## src/rtl/assert_macros.svh

```systemverilog
// Assertion helpers shared by the RTL modules.
`ifndef ASSERT_MACROS_SVH
`define ASSERT_MACROS_SVH

// The consequent must hold in the same cycle as the antecedent.
`define ASSERT_IMPLIES(label, clk, rstn, ante, cons) \
    label: assert property (@(posedge clk) disable iff (!(rstn)) (ante) |-> (cons)) \
        else $error("assertion failed: label");

// The condition must never be true.
`define ASSERT_NEVER(label, clk, rstn, cond) \
    label: assert property (@(posedge clk) disable iff (!(rstn)) !(cond)) \
        else $error("assertion failed: label");

// The consequent must hold in the cycle after the antecedent.
`define ASSERT_NEXT(label, clk, rstn, ante, cons) \
    label: assert property (@(posedge clk) disable iff (!(rstn)) (ante) |=> (cons)) \
        else $error("assertion failed: label");

`endif

```

## src/rtl/nfa_pkg.sv

```systemverilog
package nfa_pkg;

    // Automaton sizing.
    localparam int MAX_STATES = 16;
    localparam int MAX_EDGES  = 64;

    // Field widths fixed by the request and result formats.
    localparam int CMD_W   = 3;
    localparam int STATE_W = 4;
    localparam int SYM_W   = 8;
    localparam int EDGE_W  = STATE_W + SYM_W + STATE_W;

    localparam int EDGE_AW = (MAX_EDGES > 1) ? $clog2(MAX_EDGES) : 1;
    localparam int CNT_W   = $clog2(MAX_EDGES + 1);

    localparam int S_TDATA_W = 24;
    localparam int M_TDATA_W = 8;

    typedef enum logic [CMD_W-1:0] {
        CMD_ADD_EDGE  = 3'd0,
        CMD_SET_FINAL = 3'd1,
        CMD_CLEAR     = 3'd2,
        CMD_START     = 3'd3,
        CMD_FEED      = 3'd4
    } cmd_t;

    typedef logic [MAX_STATES-1:0] state_set_t;

    // Write port of the edge table.
    typedef struct packed {
        logic               we;
        logic [EDGE_AW-1:0] addr;
        logic [EDGE_W-1:0]  data;
    } edge_wr_t;

    // Scan launch from the controller.
    typedef struct packed {
        logic             start;
        logic [SYM_W-1:0] symbol;
        state_set_t       active;
        logic [CNT_W-1:0] count;
    } scan_req_t;

    // Scan completion back to the controller.
    typedef struct packed {
        logic       done;
        state_set_t next_set;
    } scan_rsp_t;

    // True when the state index names a state of the automaton.
    function automatic logic state_ok(input logic [STATE_W-1:0] idx);
        return 32'(idx) < MAX_STATES;
    endfunction

    // One-hot set holding only the given state (empty if out of range).
    function automatic state_set_t state_bit(input logic [STATE_W-1:0] idx);
        state_set_t d;
        for (int i = 0; i < MAX_STATES; i++) begin
            d[i] = (32'(idx) == i);
        end
        return d;
    endfunction

    // Membership test of one state in a set.
    function automatic logic set_has(input state_set_t set, input logic [STATE_W-1:0] idx);
        return |(set & state_bit(idx));
    endfunction

endpackage

```

## src/rtl/nfa_string_matcher.sv

```systemverilog
// Results: the result of every command but feed symbol is registered and appears in the
// cycle after the request is taken; a feed symbol first runs a scan (which reads nothing
// with an empty table), as the scan reads one stored edge per cycle, then registers its result.
// Throughput: one request per cycle for commands other than feed symbol while results are
// taken; a feed symbol holds off the next request until its result is out or taken.
// Reset (aresetn low at a clock edge): only state 0 active, no final states, empty edge
// table, no result pending. No clearing pass is needed.
`include "assert_macros.svh"

module nfa_string_matcher
    import nfa_pkg::*;
(
    input  logic                 aclk,
    input  logic                 aresetn,
    input  logic                 s_tvalid,
    output logic                 s_tready,
    // command[2:0], source_state[6:3], symbol[14:7], target_state[18:15], final_flag[19]
    input  logic [S_TDATA_W-1:0] s_tdata,
    output logic                 m_tvalid,
    input  logic                 m_tready,
    // accepted[0], dead[1], status[2]
    output logic [M_TDATA_W-1:0] m_tdata
);

    typedef enum logic {
        ST_IDLE,
        ST_SCAN
    } state_t;

    state_t           state_reg;
    state_set_t       active_reg;
    state_set_t       final_reg;
    logic [CNT_W-1:0] count_reg;
    logic             m_tvalid_reg;
    logic             accepted_reg;
    logic             dead_reg;
    logic             status_reg;

    state_set_t       active_next;
    state_set_t       final_next;
    logic [CNT_W-1:0] count_next;
    logic             status_next;

    logic               accept;
    cmd_t               cmd;
    logic [STATE_W-1:0] src;
    logic [SYM_W-1:0]   sym;
    logic [STATE_W-1:0] dst;
    logic               flag;

    edge_wr_t  wr;
    scan_req_t req;
    scan_rsp_t rsp;

    // Request field decode.
    assign cmd  = cmd_t'(s_tdata[CMD_W-1:0]);
    assign src  = s_tdata[CMD_W +: STATE_W];
    assign sym  = s_tdata[CMD_W+STATE_W +: SYM_W];
    assign dst  = s_tdata[CMD_W+STATE_W+SYM_W +: STATE_W];
    assign flag = s_tdata[CMD_W+2*STATE_W+SYM_W];

    assign s_tready = (state_reg == ST_IDLE) && (!m_tvalid_reg || m_tready);
    assign accept   = s_tvalid && s_tready;

    // Commands other than feed symbol, and table writes.
    always_comb begin
        active_next = active_reg;
        final_next  = final_reg;
        count_next  = count_reg;
        status_next = 1'b0;
        wr.we       = 1'b0;
        wr.addr     = count_reg[EDGE_AW-1:0];
        wr.data     = {src, sym, dst};
        unique case (cmd)
            CMD_ADD_EDGE: begin
                if (state_ok(src) && state_ok(dst)) begin
                    if (32'(count_reg) >= MAX_EDGES) begin
                        status_next = 1'b1;
                    end else begin
                        wr.we      = accept;
                        count_next = count_reg + CNT_W'(1);
                    end
                end
            end
            CMD_SET_FINAL: begin
                if (flag) begin
                    final_next = final_reg | state_bit(src);
                end else begin
                    final_next = final_reg & ~state_bit(src);
                end
            end
            CMD_CLEAR: begin
                count_next = '0;
            end
            CMD_START: begin
                active_next = state_set_t'(1);
            end
            default: begin
            end
        endcase
    end

    // Scan launch.
    assign req.start  = accept && (cmd == CMD_FEED);
    assign req.symbol = sym;
    assign req.active = active_reg;
    assign req.count  = count_reg;

    nfa_scan u_scan (
        .aclk    (aclk),
        .aresetn (aresetn),
        .wr      (wr),
        .req     (req),
        .rsp     (rsp)
    );

    // Controller state, automaton state and result register.
    always_ff @(posedge aclk) begin
        if (!aresetn) begin
            state_reg    <= ST_IDLE;
            active_reg   <= state_set_t'(1);
            final_reg    <= '0;
            count_reg    <= '0;
            m_tvalid_reg <= 1'b0;
        end else begin
            unique case (state_reg)
                ST_IDLE: begin
                    if (accept && (cmd != CMD_FEED)) begin
                        active_reg   <= active_next;
                        final_reg    <= final_next;
                        count_reg    <= count_next;
                        m_tvalid_reg <= 1'b1;
                        accepted_reg <= |(active_next & final_next);
                        dead_reg     <= (active_next == '0);
                        status_reg   <= status_next;
                    end else begin
                        if (accept) begin
                            state_reg <= ST_SCAN;
                        end
                        if (m_tready) begin
                            m_tvalid_reg <= 1'b0;
                        end
                    end
                end
                ST_SCAN: begin
                    if (rsp.done) begin
                        state_reg    <= ST_IDLE;
                        active_reg   <= rsp.next_set;
                        m_tvalid_reg <= 1'b1;
                        accepted_reg <= |(rsp.next_set & final_reg);
                        dead_reg     <= (rsp.next_set == '0);
                        status_reg   <= 1'b0;
                    end
                end
                default: begin
                    state_reg <= ST_IDLE;
                end
            endcase
        end
    end

    assign m_tvalid = m_tvalid_reg;
    assign m_tdata  = {(M_TDATA_W-3)'(0), status_reg, dead_reg, accepted_reg};

    `ASSERT_NEVER(a_no_req_in_scan, aclk, aresetn, (state_reg == ST_SCAN) && s_tready)
    `ASSERT_NEVER(a_count_bound, aclk, aresetn, 32'(count_reg) > MAX_EDGES)
    `ASSERT_IMPLIES(a_no_result_in_scan, aclk, aresetn, state_reg == ST_SCAN, !m_tvalid_reg)
    `ASSERT_NEXT(a_feed_starts_scan, aclk, aresetn, req.start, state_reg == ST_SCAN)

endmodule

```

## src/rtl/nfa_scan.sv

```systemverilog
`include "assert_macros.svh"

module nfa_scan
    import nfa_pkg::*;
(
    input  logic      aclk,
    input  logic      aresetn,
    input  edge_wr_t  wr,
    input  scan_req_t req,
    output scan_rsp_t rsp
);

    // Edge table: source in the top bits, then symbol, then target.
    logic [EDGE_W-1:0] mem [MAX_EDGES];
    logic [EDGE_W-1:0] rd_data_reg;

    logic               busy_reg;
    logic               issue_reg;
    logic               rd_valid_reg;
    logic [EDGE_AW-1:0] idx_reg;
    logic [CNT_W-1:0]   count_reg;
    logic [SYM_W-1:0]   sym_reg;
    state_set_t         active_reg;
    state_set_t         acc_reg;

    logic               idx_last;
    logic               match;
    logic               done;
    logic [STATE_W-1:0] rd_src;
    logic [SYM_W-1:0]   rd_sym;
    logic [STATE_W-1:0] rd_dst;

    // Table write and registered read.
    always_ff @(posedge aclk) begin
        if (wr.we) begin
            mem[wr.addr] <= wr.data;
        end
        if (issue_reg) begin
            rd_data_reg <= mem[idx_reg];
        end
    end

    // Compare the fetched edge against the active set and the fed symbol.
    assign rd_src   = rd_data_reg[EDGE_W-1 -: STATE_W];
    assign rd_sym   = rd_data_reg[STATE_W +: SYM_W];
    assign rd_dst   = rd_data_reg[STATE_W-1:0];
    assign match    = rd_valid_reg && set_has(active_reg, rd_src) && (rd_sym == sym_reg);
    assign idx_last = ((CNT_W'(idx_reg) + CNT_W'(1)) == count_reg);
    assign done     = busy_reg && !issue_reg && !rd_valid_reg;

    // Sequencer: one table address per cycle, accumulate the next set.
    always_ff @(posedge aclk) begin
        if (!aresetn) begin
            busy_reg     <= 1'b0;
            issue_reg    <= 1'b0;
            rd_valid_reg <= 1'b0;
            idx_reg      <= '0;
        end else if (req.start) begin
            busy_reg     <= 1'b1;
            issue_reg    <= (req.count != '0);
            rd_valid_reg <= 1'b0;
            idx_reg      <= '0;
            count_reg    <= req.count;
            sym_reg      <= req.symbol;
            active_reg   <= req.active;
            acc_reg      <= '0;
        end else if (busy_reg) begin
            rd_valid_reg <= issue_reg;
            if (issue_reg) begin
                idx_reg <= idx_reg + EDGE_AW'(1);
                if (idx_last) begin
                    issue_reg <= 1'b0;
                end
            end
            if (match) begin
                acc_reg <= acc_reg | state_bit(rd_dst);
            end
            if (done) begin
                busy_reg <= 1'b0;
            end
        end
    end

    assign rsp.done     = done;
    assign rsp.next_set = acc_reg;

    `ASSERT_IMPLIES(a_issue_busy, aclk, aresetn, issue_reg, busy_reg)
    `ASSERT_IMPLIES(a_read_busy, aclk, aresetn, rd_valid_reg, busy_reg)
    `ASSERT_NEXT(a_done_ends, aclk, aresetn, done && !req.start, !busy_reg)

endmodule
```

## config.mk

```make
export PLATFORM = sky130hd
export DESIGN_NAME = nfa_string_matcher
export DESIGN_NICKNAME = d
export VERILOG_FILES = /design/src/rtl/nfa_pkg.sv /design/src/rtl/nfa_string_matcher.sv /design/src/rtl/nfa_scan.sv
export VERILOG_INCLUDE_DIRS = /design/src /design/src/rtl
export SDC_FILE = /design/constraint.sdc
export NUM_CORES = 1
export LEC_CHECK = 0
export BUFFER_PORTS_ARGS = -buffer_cell sky130_fd_sc_hd__buf_2
export CORE_UTILIZATION = 40
export DETAILED_ROUTE_END_ITERATION = 8
export GPL_TIMING_DRIVEN = 0
export SYNTH_ARGS = -nofsm -noshare
export SYNTH_HDL_FRONTEND = slang
export SYNTH_SLANG_ARGS = --single-unit
```

## constraint.sdc

```tcl
create_clock -name aclk -period 3.3 [get_ports aclk]
set_input_delay 0 -clock aclk [delete_from_list [all_inputs] [get_ports aclk]]
set_output_delay 0 -clock aclk [all_outputs]
set_load 0.02 [all_outputs]
```

Word-level counts from Yosys, hierarchy flattened
Memories as Yosys holds them, arrays and structs flattened. A register that Yosys moved wholly into a read port is not among the register bits.
Cells that the tools add are included.
{"block": "totals", "regBits": 100, "ramBits": 1024, "input_bits": 28, "out_inout_bits": 10, "wordCells": 159, "n_memories": 1}
{"name": "u_scan.mem", "depth": 64, "width": 16, "rd": 1, "rd_clocked_by_memory_dff": 1, "write_ports": 1, "line": "nfa_scan.sv:14", "source": "logic [EDGE_W-1:0] mem [MAX_EDGES];"}
{"block": "classes", "bitwise": 9, "magnitude_cmp": 1, "muxes": 39, "n_eq_ne": 56, "n_addsub": 3, "n_reduce_logical": 34}
{"cell": "16-bit 2-to-1 mux", "n": 7}
{"cell": "4-bit == test (second input constant)", "n": 24}
{"cell": "16-bit bitwise AND", "n": 4}
{"cell": "4-bit by 3-bit == test with 1-bit output (second input constant)", "n": 12}
{"cell": "16-bit OR reduction", "n": 3}
{"cell": "16-bit logical NOT", "n": 2}
{"cell": "16-bit bitwise OR", "n": 2}
{"cell": "16-bit one-hot mux with 2 select lines", "n": 1}
{"cell": "4-bit by 2-bit == test with 1-bit output (second input constant)", "n": 6}
{"cell": "1-bit 2-to-1 mux", "n": 24}
{"cell": "16-bit inverter", "n": 1}
{"cell": "7-bit one-hot mux with 2 select lines", "n": 1}
{"cell": "4-bit by 1-bit == test with 1-bit output (second input constant)", "n": 3}
{"cell": "4-bit logical NOT", "n": 3}
{"cell": "1-bit one-hot mux with 2 select lines", "n": 5}
{"cell": "2-bit AND reduction", "n": 5}
{"cell": "8-bit == test", "n": 1}
{"cell": "1-bit logical AND", "n": 8}
{"cell": "6-bit by 1-bit adder with 7-bit output (second input constant)", "n": 1}
{"cell": "7-bit by 1-bit adder with 7-bit output (second input constant)", "n": 1}
{"cell": "7-bit == test", "n": 1}
{"cell": "7-bit greater-or-equal comparator (second input constant)", "n": 1}
{"cell": "7-bit 2-to-1 mux", "n": 1}
{"cell": "7-bit nonzero test", "n": 1}
{"cell": "16 further kinds", "n": 24}

Logic depth before layout (Yosys ltp)
Gate-level depths: netlist of run 1.
{"block": "logic_depth", "depth_word": 9, "ltp_mapped": 10, "mapped_depth_nobuf": 7}

By module
Synthesis of run 1 repeated with hierarchy kept, for this count alone.
{"block": "unflattened", "hier_cells": 2290, "hier_area_um2": 45008.2}
{"mod": "nfa_scan", "seq_area_each_um2": 32821.5, "cells_per_inst": 1977, "instances": 1, "area_per_inst_um2": 42411.9}
{"mod": "nfa_string_matcher", "seq_area_each_um2": 910.9, "cells_per_inst": 313, "instances": 1, "area_per_inst_um2": 2596.2}

Worst setup path before layout of run 1
Ideal clock, no wire load.
{"block": "synth_timing", "path_kind": "flip-flop to flip-flop", "startpoint": "register m_tvalid_reg (netlist: m_tvalid)", "endpoint": "memory u_scan.mem[24][0] in the netlist's numbering (enable)", "path_buffers": 1, "slack_ns": 0.248, "setup_ns": 0.389, "stages_incl_launch_ff": 8, "period_less_slack_ns": 3.052, "arrival_ns": 2.663, "t_required_ns": 2.911, "cell_sequence": "dfxtp_1 nor2b_1 or4_1 clkbuf_1 nand2b_1 nor3_1 nand3_1 nor2_1"}
{"block": "synth_via", "elab_chain_len": 8}
{"item": "from (decl)", "line": "nfa_string_matcher.sv:34", "source": "logic m_tvalid_reg;"}
{"item": "from (signal assigned)", "line": "nfa_string_matcher.sv:124", "source": "m_tvalid_reg <= 1'b0;"}
{"item": "from (signal assigned)", "line": "nfa_string_matcher.sv:132", "source": "m_tvalid_reg <= 1'b1;"}
{"item": "from (signal assigned)", "line": "nfa_string_matcher.sv:141", "source": "m_tvalid_reg <= 1'b0;"}
{"item": "1-bit logical NOT", "line": "nfa_string_matcher.sv:62", "source": "assign s_tready = (state_reg == ST_IDLE) && (!m_tvalid_reg || m_tready);"}
{"item": "1-bit logical OR", "line": "nfa_string_matcher.sv:62"}
{"item": "1-bit logical AND", "line": "nfa_string_matcher.sv:62"}
{"item": "1-bit logical AND", "line": "nfa_string_matcher.sv:63", "source": "assign accept = s_tvalid && s_tready;"}
{"item": "1-bit 2-to-1 mux", "line": "nfa_string_matcher.sv:77", "source": "if (32'(count_reg) >= MAX_EDGES) begin"}
{"item": "1-bit 2-to-1 mux", "line": "nfa_string_matcher.sv:74", "source": "unique case (cmd)"}
{"item": "1-bit 2-to-1 mux", "line": "nfa_scan.sv:35", "source": "if (wr.we) begin"}
{"item": "1-bit 2-to-1 mux (not written as such)", "line": "nfa_scan.sv:36", "source": "mem[wr.addr] <= wr.data;"}
{"item": "to (decl)", "line": "nfa_scan.sv:14"}
Every way passes these cells.

Worst setup path in the final report of run 1
{"block": "layout_timing", "startpoint": "register m_tvalid_reg (netlist: m_tvalid)", "endpoint": "memory u_scan.mem[63][8] in the netlist's numbering (enable)"}
The elaborated chain is that of the path after synthesis.

==> results of run 1 <==
-- synth_stat cells, types with 7 or more instances --
cell type and instances:
a221o_1 15, edfxtp_1 1090, nand2b_1 7, nor3_1 21, inv_1 19, xor2_1 9
nor4_1 10, a31oi_1 8, buf_2 35, buf_4 11, dfxtp_1 50, or3_1 7
a21oi_1 34, nand2_1 42, nor2b_1 47, clkbuf_1 63, mux4_2 310, mux2i_1 54
nor2_1 108, nand3_1 29, xnor2_1 10, buf_1 16, o21ai_0 9, mux2_2 7
a22oi_1 39
-- final timing paths --
check	cells past startpoint	from	to	slack (ns)
min reg2reg	0	count_reg[5]$_SDFFE_PN0P_	u_scan.count_reg[5]$_DFFE_PP_	0.44
min	5	s_tdata[19]	accepted_reg$_DFFE_PP_	0.10
max reg2reg	9	m_tvalid$_SDFFE_PN0P_	u_scan.mem[63][8]$_DFFE_PP_	-0.04
max	9	m_tvalid$_SDFFE_PN0P_	u_scan.mem[63][8]$_DFFE_PP_	-0.04
-- critical path: stages (launching register included) --
cell      delay [ns]
dfxtp_1         0.32
nor2b_1         0.17
or4_1           0.65
clkbuf_1        0.24
nand2b_1        0.29
nor2_2          0.28
nand4_1         0.14
buf_4           0.23
nor2_2          0.48
buf_8           0.23
-- per-stage QoR --
step	instances	setup TNS [ns]	total power [mW]	cell area [um^2]	util
after floorplan	2118	0	16.26	44610	-
after global placement	3632	-682.06	16.54	46600	0.4211
after detailed placement	3687	-102.60	16.57	47580	0.4300
after CTS	3922	0	29.01	51710	0.4672
after global routing	3936	-12.91	29.56	51940	0.4694
final	3937	-0.9770	28.78	51950	0.4694
-- layer usage --
metal	global-route usage	up-vias
met5	0	-
met4	0.06451	2
met3	0.03097	201
met2	0.3064	800
met1	0.2617	11721
li1	-	9293
-- power by group through the flow --
stage / clock [mW] / sequential [mW] / combinational [mW]
after detailed placement: 0 / 16.2 / 0.398
after global routing: 13.3 / 15.8 / 0.446
final: 12.5 / 15.9 / 0.412
after floorplan: 0 / 16.2 / 0.104
after CTS: 12.7 / 15.9 / 0.405
after global placement: 0 / 16.2 / 0.373
-- final cells by class --
class / instances / share of cell area
Tap cell: 1488 / 0.03584
Buffer: 127 / 0.01219
Sequential cell: 1140 / 0.6494
Multi-Input combinational cell: 830 / 0.2027
Clock inverter: 73 / 0.01257
Inverter: 21 / 0.001517
Timing Repair Buffer: 121 / 0.02883
Antenna cell: 1 / 0.00004817
Clock buffer: 136 / 0.05692
-- cell families after synthesis --
group,Yosys count,synth area share
AO/OA/AOI/OAI,132,0.02065
flip-flops,1140,0.7564
buffers and inverters,148,0.01442
XOR/XNOR,19,0.003732
multiplexers,371,0.1704
other,1,0.00008409
adder cells (fa/ha/maj),3,0.0008418
AND/OR/NAND/NOR,300,0.03342
-- cells in the final DEF (no fill, tap or decap), drive strengths merged, types with 3 or more instances in the layout --
cell type / count
a22oi: 39
nor3b: 3
nor4b: 3
nand3b: 4
nand4: 6
or4: 3
mux4: 310
dlygate4sd3: 18
clkbuf: 205
edfxtp: 1090
nor3: 21
nand3: 29
nor2: 109
nand2: 42
xor2: 9
a21boi: 6
or3: 7
bufinv: 9
nor2b: 47
clkinv: 58
nor4: 10
o31ai: 3
mux2i: 54
xnor2: 10
clkinvlp: 4
inv: 23
a31oi: 8
o22ai: 5
o21ai: 9
conb: 5
buf: 160
mux2: 7
dfxtp: 50
a221o: 15
a21oi: 34
nand2b: 7
ha: 3
-- timing repair --
item / CTS / global route
resized for setup: 48 / 15
buffers inserted: 15 / 5
hold buffers: 11 / 7
hold endpoints to repair: 9 / 358
pin swaps: 12 / 3
endpoints found under the setup margin: 411 / 335
gates cloned: 0 / 0
==> impl_metrics.toml, run 1 <==
[synthesis]
ys_seq_area_frac = 0.7564
yosysWarnings = 0
synth_cells = 2114
synth_top_area_cell = "edfxtp_1"
synth_area_mm2 = 0.04460
synth_edf_count = 1090
synth_seq_cells = 1140
synth.avg_cell_area_um2 = 21.10
ys_types = 57
synth-main-ff-cell = "edfxtp_1"
synth_top_cell_area_share = 0.7340
synth_area_leaders = "edfxtp_1 (73%), mux4_2 (16%), dfxtp_1 (2.2%)"
async_flop_share = 0

[placement]
port_buffers = 26
place_hpwl_mm = 68.02
place_congestion = 0.9996
pre_cts_slack_ns = -0.5812

[pwr]
p_clk_frac = 0.435
p_leak_nw = 15.62
combPwrFrac = 0.014
seq_power_share = 0.551
power.density_mw_per_mm2 = 554.1
ir_worst_vdd_v = 0.0003835
p_switching_mw = 5.773
p_int_mw = 23.01
netSwitchingFraction = 0.2006

[status]
status = "finished, violations left"
violations = "setup timing"

[route]
wl_per_cell_um = 26.83
drtIter0Drc = 2101
wl_met2_mm = 51.38
viasPerCell = 5.592
ant_nets = 0
drt_pre_antenna_iters = 7
wl_met1_mm = 43.95
drc = 0
drt-total-wl_mm = 105.6
via_count = 22017
top_layer = "met5"
wl_met3_mm = 6.839

[global_routing]
grtUsageTotal = 0.1895
antenna_found_initial = 4
grt_max_degree = 69
overflow = 0
grt_pass1_vias = 22289
grt_pass1_wl_mm = 153.8

[cells_and_area]
fillCellCount = 8988
nets = 2386
top_register = "u_scan.mem"
area_growth_pct = 16.48
largest_register_ffs = 1024
drive_above_1_share = 0.2937
layout.area.seq_mm2 = 0.03373
multi_input_area_mm2 = 0.01053

[setup_path]
cp_max_fo = 9
worstSetupEndpointType = "flop"
required_ns = 3.71
cp.arrival_ns = 3.75
start_kind = "flop"
crit_type = "flop to flop"

[floorplanning]
dieArea_mm2 = 0.1128
die_x_um = 335.9
io_pins = 38
fp-row-count = 122
die_h_um = 335.9
initial_core_util = 0.4030
core-area_mm2 = 0.1107

[timing]
finalClockSkew_ns = 0.04944
hold_viol_final = 0
fmax_mhz = 299.1
worstMarginPinSlew_ns = 1.378
fin_crit_ns = 3.343
hold_slack_ns = 0.1009
slew_viol_final = 0
fin_crit_sh = 1.013
setup_ws_ns = -0.04302
max_slew_margin = 0.08101
setup_violations = 46
rsz0062_at_grt = "true"

[clock_tree]
cts_sinks = 1140
cts_tree = "done"
clock_path_buffers = 3
clkTransAtPathRegs_ns = 0.06
htree_levels = 3
insertion_delay_ns = 0.71
root_buffer = "clkbuf_16"
numCtsBuffers = 114

[hold_path]
hp-class = "input port to flop"

[job]
timing.max_cap.violations = 0
No activity file was read; power rests on OpenSTA's default activity.
==> inputs of run 2 (changes only) <==
==> constraint.sdc (replaced) <==
create_clock -name aclk -period 3.3 [get_ports aclk]
set_input_delay 0.66 -clock aclk [delete_from_list [all_inputs] [get_ports aclk]]
set_output_delay 0.66 -clock aclk [all_outputs]
set_load 0.02 [all_outputs]
==> run 2 against run 1 <==
Compared with the run above:
- the flow still finishes with violations (setup timing)
- worst hold slack improved by 0.28 ns
- global-route usage increased by 0.16 points
- clock power about the same
- via count increased by 0.44%
- utilization decreased by 0.14 points
- combinational power decreased by 4%
- fmax decreased by 0.23%
- critical path type unchanged
- largest power group unchanged
- highest routed layer unchanged
==> impl_metrics.toml, run 2 (same netlist as run 1, synthesis figures left out) <==
[timing]
finalClockSkew_ns = 0.05116
fmax_mhz = 298.5
tns_ns = -2.458
fin_crit_ns = 3.351
max_slew_margin = 0.1112
setup_violations = 91
hold_viol_final = 0
slew_viol_final = 0
setup_ws_ns = -0.05060
worstMarginPinSlew_ns = 1.333
rsz0062_at_grt = "true"
fin_crit_sh = 1.015

[global_routing]
grt_pass1_wl_mm = 154.7
grtUsageTotal = 0.1911
antenna_found_initial = 5
overflow = 0
grt_max_degree = 69
grt_pass1_vias = 22084

[pwr]
p_leak_nw = 15.56
ir_worst_vdd_v = 0.0004459
p_switching_mw = 5.778
power.density_mw_per_mm2 = 556.1
p_clk_frac = 0.436
netSwitchingFraction = 0.2006
seq_power_share = 0.550
p_int_mw = 23.03
combPwrFrac = 0.014

[cells_and_area]
area_growth_pct = 16.15
post-route-cell-area_mm2 = 0.05180
top_register = "u_scan.mem"
largest_register_ffs = 1024
final_core_util = 0.4680
fillCellCount = 9045
drive_above_1_share = 0.2996
final_cell_mix = "edfxtp_1 (1090), mux4_2 (310), clkbuf_16 (116)"
nets = 2362
layout_commonest_cell = "edfxtp_1"

[placement]
place_congestion = 0.9227
postPlaceCellArea_mm2 = 0.04768
place_hpwl_mm = 69.17
port_buffers = 26

[floorplanning]
die_h_um = 335.9
core-area_mm2 = 0.1107
fp-row-count = 122
initial_core_util = 0.4030
die_x_um = 335.9
io_pins = 38
dieArea_mm2 = 0.1128

[route]
drc = 0
via_count = 22114
drt-total-wl_mm = 107.6
ant_nets = 0
viasPerCell = 5.656
wl_per_cell_um = 27.53
drt_pre_antenna_iters = 7
drtIter0Drc = 2223

[clock_tree]
clkTransAtPathRegs_ns = 0.06
cts_tree = "done"
root_buffer = "clkbuf_16"
htree_levels = 3
cts_sinks = 1140
clock_path_buffers = 3
cts_hold_buffers = 0
insertion_delay_ns = 0.71
numCtsBuffers = 113

[job]
timing.max_cap.violations = 0

[setup_path]
worstSetupEndpointType = "flop"
required_ns = 3.70
cp_max_fo = 13
start_kind = "flop"
crit_type = "flop to flop"
cp.arrival_ns = 3.75

[status]
violations = "setup timing"
status = "finished, violations left"

[hold_path]
hp-class = "input port to flop"
run 2: changes by cell type in the layout (fill, tap and decap cells not counted), moves of 5 or more:
cell           delta
buf_12            -5
buf_16            +5
clkbuf_1          -8
clkbuf_8          +6
clkinv_1         -11
dlygate4sd3_1    -18
nor2_2            -5
nor2_4            +5
run 2: per-layer routing:
metal	share of wire	track usage	wire length, um	vias up
li1	-	-	-	9241
met3	0.069	0.03253	7388	185
met1	0.42	0.2702	45220	11776
met5	0.000084	0	9	-
met2	0.48	0.3039	51980	910
met4	0.028	0.05878	3050	2
run 2: timing repair:
item                                    4_1_cts  5_1_grt
endpoints found under the setup margin      360      744
pin swaps                                     9        4
gates cloned                                  0        0
resized for setup                            47       35
setup buffers                                 9        6
run 2: path summary, 6_finish.rpt:
kind,start,endpoint,slack [ns],cells past startpoint
worst max-delay path,m_tvalid$_SDFFE_PN0P_,u_scan.mem[28][9]$_DFFE_PP_,-0.05,8
worst min-delay path,m_tready,m_tvalid$_SDFFE_PN0P_,0.38,4
worst max register to register,m_tvalid$_SDFFE_PN0P_,u_scan.mem[28][9]$_DFFE_PP_,-0.05,8
worst min register to register,count_reg[6]$_SDFFE_PN0P_,u_scan.count_reg[6]$_DFFE_PP_,0.44,0
run 2: stage by stage:
stage | power [mW] | hold slack [ns] | setup WS [ns] | std cells
after floorplan | 16.26 | 0.4064 | -0.05150 | 2118
final | 28.80 | 0.3772 | -0.05060 | 3910
after global routing | 29.56 | 0.3588 | -0.1689 | 3908
after detailed placement | 16.56 | 0.4280 | -1.089 | 3689
after global placement | 16.54 | 0.4190 | -1.267 | 3632
after CTS | 29.02 | 0.3392 | -0.2385 | 3901
run 2: power by group through the flow:
| stage | Combinational (mW) | Clock, mW | Sequential, mW |
|---|---|---|---|
| final | 0.396 | 12.6 | 15.9 |
| after global routing | 0.429 | 13.3 | 15.8 |
| after CTS | 0.398 | 12.8 | 15.9 |
| after detailed placement | 0.397 | 0 | 16.2 |
| after global placement | 0.370 | 0 | 16.2 |
| after floorplan | 0.104 | 0 | 16.2 |
run 2: cell type report:
type | count | area, um^2 | share of cell area
sequential | 1140 | 33730 | 0.6513
timing repair buffer | 99 | 1316 | 0.02541
inverter | 21 | 78.83 | 0.001522
buffer | 126 | 641.9 | 0.01239
tap | 1488 | 1862 | 0.03594
clock buffer | 143 | 3064 | 0.05916
clock inverter | 61 | 558.0 | 0.01077
antenna | 2 | 5.005 | 0.00009663
multi-input combinational | 830 | 10540 | 0.2034
run 2: critical path, cell delays in order, from the launching register on:
cell and delay, ns:
dfxtp_1 0.32, nor2b_1 0.17, or4_1 0.64, clkbuf_1 0.24
nand2b_1 0.28, nor3_1 0.39, nand3_2 0.39, nor2_2 0.40
buf_8 0.22
